<file path="src/sv/bhkv_pkg.sv">
`timescale 1ns / 1ps
package bhkv_pkg;
    typedef enum logic [1:0] {
        CMD_WRITE = 2'd0,
        CMD_READ = 2'd1,
        CMD_READ_ALL = 2'd2,
        CMD_NONE = 2'd3
    } t_cmd;

    typedef enum logic [1:0] {
        ST_OK = 2'd0,
        ST_NOT_READY = 2'd1,
        ST_EMPTY = 2'd2,
        ST_NOT_FOUND = 2'd3
    } t_status;

    typedef enum logic [3:0] {
        S_CLEAR, S_IDLE, S_HASH, S_RD, S_WAIT, S_CHECK, S_EMIT,
        S_SHIFT_RD, S_SHIFT_WAIT, S_SHIFT_WR, S_PUT, S_RESP
    } t_state;

    localparam logic [31:0] HASH_MULT = 32'd31;
    localparam int RESULT_LIMIT = 8;

    // Commands from the controller to the datapath.
    typedef struct packed {
        logic clr_init;    // start clear sweep
        logic clr_step;    // write zero and advance sweep
        logic load;        // latch command fields, reset hash
        logic hash_step;   // fold one key byte or step the bucket reduction
        logic way_rst;     // way counter to zero
        logic way_inc;     // way counter up
        logic rd;          // issue memory read at current way
        logic shift_wr;    // write read entry one way down
        logic put;         // write new entry at current way
        logic hold;        // keep the matching value just read
        logic emit;        // load output register
        t_status emit_st;
        logic emit_val;    // take value from the held match
        logic emit_last;
        logic cnt_inc;     // result counter up
    } t_ctl;

    typedef struct packed {
        logic clr_done;
        logic hash_done;
        logic way_last;
        logic way_end;     // way counter past last way
        logic slot_empty;
        logic slot_match;
        logic key_empty;
        logic val_empty;
        logic cnt_full;    // one match short of the result limit
        logic found;       // a match is held
        logic out_busy;    // output register holds an untaken result
        t_cmd cmd;
    } t_sts;
endpackage

</file>
<file path="src/sv/bhkv_ctrl.sv">
`timescale 1ns / 1ps
module bhkv_ctrl (
    input  logic            i_clk,
    input  logic            i_rst_n,
    input  logic            i_in_fire,
    input  logic            i_enable,
    input  bhkv_pkg::t_sts  i_sts,
    output bhkv_pkg::t_ctl  o_ctl,
    output logic            o_in_ready
);
    import bhkv_pkg::*;

    t_state r_state, n_state;

    always_ff @(posedge i_clk) begin
        if (!i_rst_n) r_state <= S_CLEAR;
        else r_state <= n_state;
    end

    always_comb begin
        n_state = r_state;
        case (r_state)
            S_CLEAR: if (i_sts.clr_done) n_state = S_IDLE;
            S_IDLE: if (i_in_fire) n_state = S_HASH;
            S_HASH: begin
                if (i_sts.cmd == CMD_NONE) n_state = S_IDLE;
                else if (!i_enable || i_sts.key_empty) n_state = S_RESP;
                else if (i_sts.cmd == CMD_WRITE && i_sts.val_empty) n_state = S_RESP;
                else if (i_sts.hash_done) n_state = S_RD;
            end
            S_RD: n_state = S_WAIT;
            S_WAIT: n_state = S_CHECK;
            S_CHECK: begin
                if (i_sts.cmd == CMD_WRITE) begin
                    if (i_sts.slot_empty) n_state = S_PUT;
                    else if (i_sts.way_last) n_state = S_SHIFT_RD;
                    else n_state = S_RD;
                end else if (i_sts.slot_empty) begin
                    n_state = S_RESP;
                end else if (i_sts.slot_match) begin
                    n_state = S_EMIT;
                end else if (i_sts.way_last) begin
                    n_state = S_RESP;
                end else begin
                    n_state = S_RD;
                end
            end
            S_EMIT: if (!(i_sts.found && i_sts.out_busy)) begin
                if (i_sts.cmd == CMD_READ || i_sts.way_last || i_sts.cnt_full)
                    n_state = S_RESP;
                else n_state = S_RD;
            end
            S_SHIFT_RD: n_state = i_sts.way_last ? S_PUT : S_SHIFT_WAIT;
            S_SHIFT_WAIT: n_state = S_SHIFT_WR;
            S_SHIFT_WR: n_state = i_sts.way_last ? S_PUT : S_SHIFT_RD;
            S_PUT: n_state = S_RESP;
            S_RESP: if (!i_sts.out_busy) n_state = S_IDLE;
            default: n_state = S_IDLE;
        endcase
    end

    // A match is held until the next one turns up or the scan ends, so the
    // last flag is known when the held match is sent; the final one leaves
    // from the response state.
    always_comb begin
        o_ctl = '0;
        o_ctl.emit_st = ST_OK;
        o_in_ready = 1'b0;
        case (r_state)
            S_CLEAR: begin
                o_ctl.clr_step = 1'b1;
            end
            S_IDLE: begin
                o_in_ready = 1'b1;
                o_ctl.load = i_in_fire;
                o_ctl.way_rst = 1'b1;
            end
            S_HASH: o_ctl.hash_step = 1'b1;
            S_RD: o_ctl.rd = 1'b1;
            S_WAIT: ;
            S_CHECK: begin
                if (i_sts.cmd == CMD_WRITE) begin
                    if (!i_sts.slot_empty && !i_sts.way_last) o_ctl.way_inc = 1'b1;
                    if (!i_sts.slot_empty && i_sts.way_last) begin
                        o_ctl.way_rst = 1'b1;
                    end
                end else if (!i_sts.slot_empty && !i_sts.slot_match
                             && !i_sts.way_last) begin
                    o_ctl.way_inc = 1'b1;
                end
            end
            S_EMIT: if (!(i_sts.found && i_sts.out_busy)) begin
                o_ctl.hold = 1'b1;
                o_ctl.cnt_inc = 1'b1;
                o_ctl.way_inc = 1'b1;
                if (i_sts.found) begin
                    o_ctl.emit = 1'b1;
                    o_ctl.emit_val = 1'b1;
                end
            end
            // Each shift step moves to the next way first, reads it and
            // writes it one way down.
            S_SHIFT_RD: if (!i_sts.way_last) o_ctl.way_inc = 1'b1;
            S_SHIFT_WAIT: o_ctl.rd = 1'b1;
            S_SHIFT_WR: o_ctl.shift_wr = 1'b1;
            S_PUT: o_ctl.put = 1'b1;
            S_RESP: if (!i_sts.out_busy) begin
                o_ctl.emit = 1'b1;
                o_ctl.emit_last = 1'b1;
                o_ctl.emit_val = i_sts.found;
                if (!i_enable) o_ctl.emit_st = ST_NOT_READY;
                else if (i_sts.key_empty) o_ctl.emit_st = ST_EMPTY;
                else if (i_sts.cmd == CMD_WRITE)
                    o_ctl.emit_st = i_sts.val_empty ? ST_EMPTY : ST_OK;
                else o_ctl.emit_st = i_sts.found ? ST_OK : ST_NOT_FOUND;
            end
            default: ;
        endcase
    end
endmodule

</file>
<file path="config.mk">
export PLATFORM = sky130hd
export DESIGN_NAME = bhkv_ctrl
export DESIGN_NICKNAME = d
export VERILOG_FILES = /design/src/sv/bhkv_pkg.sv /design/src/sv/bhkv_ctrl.sv
export SDC_FILE = /design/constraint.sdc
export NUM_CORES = 1
export LEC_CHECK = 0
export BUFFER_PORTS_ARGS = -buffer_cell sky130_fd_sc_hd__buf_2
export CORE_UTILIZATION = 48
export CTS_CLUSTER_DIAMETER = 120
export CTS_CLUSTER_SIZE = 25
export DETAILED_ROUTE_END_ITERATION = 10
export PLACE_DENSITY = 0.92
export RECOVER_POWER = 25
export SYNTH_ARGS = -nofsm -noshare
export SYNTH_HDL_FRONTEND = slang
export SYNTH_SLANG_ARGS = --single-unit
</file>
<file path="constraint.sdc">
create_clock -name i_clk -period 4.2 [get_ports i_clk]
set_clock_uncertainty 0.2 [all_clocks]
set_input_delay 0 -clock i_clk [delete_from_list [all_inputs] [get_ports i_clk]]
set_output_delay 0 -clock i_clk [all_outputs]
set_load 0.01 [all_outputs]
</file>
==> impl_metrics.json, run 1 <==
{
  "final-setup-viol-count": 0,
  "finalWorstSetupSlack_ns": 1.72,
  "async_flop_share_pct": 0,
  "place_hpwl_um": 1360,
  "dieArea_um2": 1580,
  "layout.nets": 153,
  "die-width_um": 39.8,
  "fmax_mhz": 403,
  "drive_gt1_share_pct": 23.9,
  "gp_congestion": 0.833,
  "num_rows": 13,
  "synth_cell_types": 39,
  "routedWlPerCell_um": 12.6,
  "end_kind": "flop",
  "power.density_nw_per_um2": 190,
  "cp.required_ns": 4.13,
  "grt_setup_unrepaired": "false",
  "max_flop_register": "r_state",
  "first_pass_iters": 4,
  "slew_headroom_pct": 50.4,
  "cts.sinks": 4,
  "ant_nets": 0,
  "cts_tree": "done",
  "portBuffers": 31,
  "h-tree-depth": 1,
  "root_buffer": "clkbuf_4",
  "synth_ff_type": "dfxtp_1",
  "core_um2": 1320,
  "syn_area_um2": 684,
  "fill_cells": 130,
  "dp_slack_ns": 1.74,
  "cts-resized-gates": 0,
  "ys_seq_elements": 4,
  "syn_avg_cell_area_um2": 6.46,
  "ctsHoldBuffers": 4,
  "reg_top3": "r_state (4)",
  "grt-ovfl-total": 0,
  "grt_pass1_wl_um": 2770,
  "top_layer": "met3",
  "ys_seq_area_share_pct": 11.7,
  "synth-edff-count": 0,
  "finalHoldViolations": 0,
  "synthCells": 106,
  "viasPerCell": 5.74,
  "cap_violations": 0,
  "clkLatencyLatePin_ns": 0.24,
  "worstMarginPinSlew_ns": 0.744,
  "min_path_type": "input port to flop",
  "die_h_um": 39.8,
  "initial_core_util_pct": 51.9,
  "setup_tns_ns": 0,
  "grt_pass1_vias": 639,
  "critPathMaxStageDelay_ns": 0.79,
  "cp-start-kind": "flop",
  "slew_viol_final": 0,
  "crit_type": "flop to flop",
  "worst_path_max_delay_cell": "dfxtp_1",
  "drt_wl_total_um": 1880,
  "cts_buffers": 3,
  "vias": 856,
  "wl_met2_um": 902,
  "postCtsSetupBuffers": 0,
  "ir_drop_mv": 0.216,
  "ioPinCount": 34,
  "path_max_fanout": 25,
  "cts_buffer_depth": 2,
  "syn-num-nets": 123,
  "syn2layout_area_growth_pct": 27.1,
  "ys_warn_count": 0,
  "largest_reg_flops": 4,
  "wl_met3_um": 95,
  "register_area_um2": 80.1,
  "grt_usage_pct": 25.9,
  "p_leak_nw": 0.380,
  "antennaDiodeCount": 0,
  "antenna_found_initial": 0,
  "crit_chain": "or4b_1 -> nor4b_2 -> a211oi_1 -> a21boi_1 -> o21a_1",
  "status": "finished clean",
  "finalCritPeriodShare_pct": 59.1,
  "wl_met1_um": 878,
  "drc": 0,
  "drtIter0Drc": 25,
  "clkTransAtPathRegs_ns": 0.04,
  "cp.arrival_ns": 2.41,
  "finalCriticalPeriod_ns": 2.48,
  "multi_input_area_um2": 539,
  "grt_max_degree": 26
}
[layout by cell type (no fill, tap or decap), drive strengths merged, types with 3 or more instances in the layout]
master       count
nand3            4
dlygate4sd3      4
buf             27
a211oi           3
a21oi            7
clkbuf           7
nor3             4
inv              5
nor2b            3
nand3b           3
o21ai            4
nor3b            5
nor2            10
nand2b           7
nand2            9
dfxtp            4
[metrics by stage]
| step | cell area (um2) | cells | utilization [%] | total power [mW] | hold WS [ns] |
|---|---|---|---|---|---|
| floorplan | 684 | 106 | - | 0.0889 | -0.133 |
| CTS | 875 | 149 | 66.4 | 0.166 | 0.0167 |
| global placement | 812 | 142 | 61.6 | 0.109 | 0.0900 |
| global route | 870 | 149 | 66.0 | 0.178 | 0.0761 |
| finish | 870 | 149 | 66.0 | 0.165 | 0.0257 |
| detailed placement | 812 | 142 | 61.6 | 0.112 | 0.0973 |
[final cells by class]
cell class / instances / area share (%)
multi-input cells: 87 / 62.0
repair buffers: 35 / 21.9
flip-flops and latches: 4 / 9.21
clock buffers: 3 / 2.59
inverters: 5 / 2.16
well taps: 15 / 2.16
[routing by layer]
metal | global-route usage, % | vias to the layer above
met1 | 36.0 | 381
met3 | 1.70 | 0
met4 | 10.3 | 0
met2 | 40.6 | 33
met5 | 0 | -
li1 | - | 442
[critical path, delay by kind of cell (launching register included)]
kind               cells  cell delay [ns]
and+or+nand+nor        2             0.85
DFF                    1             0.79
AOI/OAI and AO/OA      3             0.52
[final timing paths]
path	startpoint	to	slack [ns]	cells after the start
hold reg to reg	r_state[1]$_SDFFE_PN0P_	r_state[1]$_SDFFE_PN0P_	0.58	2
setup reg to reg	r_state[1]$_SDFFE_PN0P_	r_state[0]$_SDFFE_PN0P_	1.72	5
hold / removal	i_sts[7]	r_state[3]$_SDFFE_PN0P_	0.03	4
setup / recovery	r_state[1]$_SDFFE_PN0P_	r_state[0]$_SDFFE_PN0P_	1.72	5
[Yosys cell counts, types with 2 or more instances]
cell,n,share of area [%]
nor3b_1,5,5.5
buf_4,2,2.2
and2_1,2,1.8
a211oi_1,3,3.3
o21ai_0,4,2.9
dfxtp_1,4,12
nand2_1,9,4.9
nand3_1,4,2.9
nor3_1,4,2.9
nor2b_1,3,2.7
nor2_1,10,5.5
clkbuf_1,7,3.8
o31ai_1,2,2.2
a21o_1,2,2.2
a21oi_1,7,5.1
nand3b_1,3,3.3
o31a_1,2,2.6
o311a_1,2,2.9
inv_1,5,2.7
nand2b_1,7,6.4
[report_power, final]
part | switching [mW] | internal [mW] | leakage [nW]
clock network | 0.0187 | 0.0322 | 0.0138
registers | 0.0117 | 0.0404 | 0.0325
logic | 0.0331 | 0.0294 | 0.334
[logic make-up (layout without fill, tap and decap cells)]
logic type	after synthesis	count (layout)	share of synthesized area, %
simple gates	55	55	46.4
compound gates	30	30	30.3
buf+inv	15	43	9.51
flops	4	4	11.7
other cells	1	1	0.548
mux	1	1	1.46
Power figures use the tool's default switching activity.
==> run 2, diff against run 1 <==
--- a/config.mk
+++ b/config.mk
@@ -5,12 +5,13 @@
 export SDC_FILE = /design/constraint.sdc
 export NUM_CORES = 1
 export LEC_CHECK = 0
+export ABC_AREA = 1
 export BUFFER_PORTS_ARGS = -buffer_cell sky130_fd_sc_hd__buf_2
-export CORE_UTILIZATION = 48
+export CORE_UTILIZATION = 44
 export CTS_CLUSTER_DIAMETER = 120
 export CTS_CLUSTER_SIZE = 25
 export DETAILED_ROUTE_END_ITERATION = 10
-export PLACE_DENSITY = 0.92
+export PLACE_DENSITY = 0.87
 export RECOVER_POWER = 25
 export SYNTH_ARGS = -nofsm -noshare
 export SYNTH_HDL_FRONTEND = slang
==> constraint.sdc (replaced) <==
create_clock -name i_clk -period 2.4 [get_ports i_clk]
set_clock_uncertainty 0.2 [all_clocks]
set_input_delay 0 -clock i_clk [delete_from_list [all_inputs] [get_ports i_clk]]
set_output_delay 0 -clock i_clk [all_outputs]
set_load 0.01 [all_outputs]
==> impl_metrics.json, run 2 <==
{
  "status": "finished clean",
  "syn_area_um2": 668,
  "core_um2": 1350,
  "postCtsSetupBuffers": 0,
  "largest_reg_flops": 4,
  "final-setup-viol-count": 0,
  "clkLatencyLatePin_ns": 0.24,
  "p_leak_nw": 0.517,
  "final_common_cell": "nand2_1",
  "synth_top_area_share_pct": 18.5,
  "path_common_cell": "nand2_1",
  "synthCells": 133,
  "ant_nets": 0,
  "num_rows": 13,
  "routedWlPerCell_um": 9.83,
  "setup_tns_ns": 0,
  "viasPerCell": 4.91,
  "switching_share_pct": 52.5,
  "cp-start-kind": "flop",
  "crit_type": "flop to output port",
  "worst_path_max_delay_cell": "dfxtp_1",
  "cts_tree": "done",
  "pwr-share-clk_pct": 13.5,
  "async_flop_share_pct": 0,
  "cap_violations": 0,
  "cts.sinks": 4,
  "ys_seq_elements": 4,
  "power_frac_seq_pct": 19.0,
  "synthAdderAreaFrac_pct": 0,
  "synth_compound_area_share_pct": 10.3,
  "cp.arrival_ns": 1.47,
  "muxShareOfSynthArea_pct": 0,
  "grt_usage_pct": 24.5,
  "synth-edff-count": 0,
  "yosysTopAreaCell": "nand2_1",
  "ir_drop_mv": 0.434,
  "intPower_mw": 0.303,
  "net-switching-power_mw": 0.334,
  "reg_top3": "r_state (4)",
  "path_max_fanout": 7,
  "r2r_slack_ns": 0.80,
  "max_flop_register": "r_state",
  "fill_cells": 141,
  "ioPinCount": 34,
  "syn_avg_cell_area_um2": 5.02,
  "min_path_type": "input port to flop",
  "synth_top_family_by_area": "simple AND/OR/NAND/NOR gates",
  "crit_chain": "nand2_1 -> nor2_4 -> nand2_1 -> nor3_1 -> buf_2",
  "cp.required_ns": 2.20,
  "finalCritPeriodShare_pct": 69.5,
  "grt_setup_unrepaired": "false",
  "end_kind": "output port",
  "place_hpwl_um": 1470,
  "vias": 894,
  "grt-ovfl-total": 0,
  "antennaDiodeCount": 0,
  "power_frac_comb_pct": 67.5,
  "synth_xor_area_share_pct": 0,
  "grt_pass1_wl_um": 2790,
  "die_h_um": 41.0,
  "clkTransAtPathRegs_ns": 0.03,
  "fmax_mhz": 600,
  "ys_warn_count": 0,
  "ys_seq_area_share_pct": 12.0,
  "finalCriticalPeriod_ns": 1.67,
  "syn2layout_area_growth_pct": 29.2,
  "drive_gt1_share_pct": 27.5,
  "synth-simple-area-share_pct": 60.3,
  "portBuffers": 31,
  "gp_congestion": 0.820,
  "cts_buffer_depth": 2,
  "synth.most_common_cell": "nand2_1",
  "first_pass_iters": 4,
  "layout.nets": 186,
  "final_cell_mix": "34 x nand2_1, 28 x buf_2, 25 x nor2_1",
  "hold_slack_ns": 0.0445,
  "grt_pass1_vias": 722,
  "critPathMaxStageDelay_ns": 0.45,
  "drc": 0,
  "grt_max_degree": 8,
  "drtIter0Drc": 37,
  "yosys-top-cells-area": "nand2_1 19%, nor2_1 14%, inv_1 13%",
  "initial_core_util_pct": 49.5,
  "drt_wl_total_um": 1790,
  "syn-num-nets": 150,
  "ys_top_cells_by_count": "33 x nand2_1, 25 x nor2_1, 23 x inv_1",
  "synth_cell_types": 20,
  "power.density_nw_per_um2": 737,
  "cts_buffers": 3,
  "die-width_um": 41.0,
  "dieArea_um2": 1680,
  "synth_ff_type": "dfxtp_1",
  "finalHoldViolations": 0,
  "slew_viol_final": 0,
  "h-tree-depth": 1,
  "root_buffer": "clkbuf_4",
  "antenna_found_initial": 0
}
run 2: final timing paths:
kind	startpoint	end	depth (start not counted)
setup reg to reg	r_state[2]$_SDFFE_PN0P_	r_state[1]$_SDFFE_PN0P_	9
hold / removal	i_sts[10]	r_state[1]$_SDFFE_PN0P_	5
setup / recovery	r_state[1]$_SDFFE_PN0P_	o_ctl[4]	5
hold reg to reg	r_state[1]$_SDFFE_PN0P_	r_state[1]$_SDFFE_PN0P_	2
run 2: power by group through the flow:
stage / registers [mW] / clock network, mW / logic [mW]
2_1_floorplan: 0.116 / 0 / 0.315
3_3_place_gp: 0.122 / 0 / 0.418
3_5_place_dp: 0.122 / 0 / 0.428
4_1_cts: 0.121 / 0.0858 / 0.435
5_1_grt: 0.125 / 0.0939 / 0.489
6_report: 0.121 / 0.0860 / 0.429
run 2: critical path: cells and delay by family, from the launching register on:
| family | cells | cell delay (ns) |
|---|---|---|
| and+or+nand+nor | 4 | 0.64 |
| DFF | 1 | 0.45 |
| buffers and inverters | 1 | 0.15 |
run 2: metal layers:
layer	vias up	wire length (um)	track usage (%)
li1	480	-	-
met1	378	814	30.6
met2	36	856	44.9
met3	0	117	4.89
met4	0	0	0
met5	-	0	0
run 2: cell families after synthesis:
| family | count (synthesis) |
|---|---|
| flops | 4 |
| compound gates | 12 |
| buf+inv | 28 |
| other cells | 1 |
| simple gates | 88 |
run 2: area by class of cell:
cell class | instances | area [um2] | share of cell area [%]
multi-input combinational | 101 | 473 | 54.8
timing repair buffer | 33 | 171 | 19.9
inverter | 26 | 97.6 | 11.3
sequential | 4 | 80.1 | 9.28
clock buffer | 3 | 22.5 | 2.61
tap | 15 | 18.8 | 2.17
run 2: repair_timing:
action,CTS,global route
hold endpoints to repair,4,0
hold buffers,2,0
resized for setup,0,0
run 2: metrics by stage:
step / utilization, % / cells / power (mW) / setup WS (ns) / cell area [um2]
floorplan: - / 133 / 0.430 / 1.00 / 668
global placement: 61.3 / 177 / 0.540 / 0.888 / 827
detailed placement: 61.3 / 177 / 0.550 / 0.872 / 827
CTS: 64.4 / 182 / 0.641 / 0.728 / 870
global route: 63.9 / 182 / 0.707 / 0.549 / 863
finish: 63.9 / 182 / 0.637 / 0.732 / 863
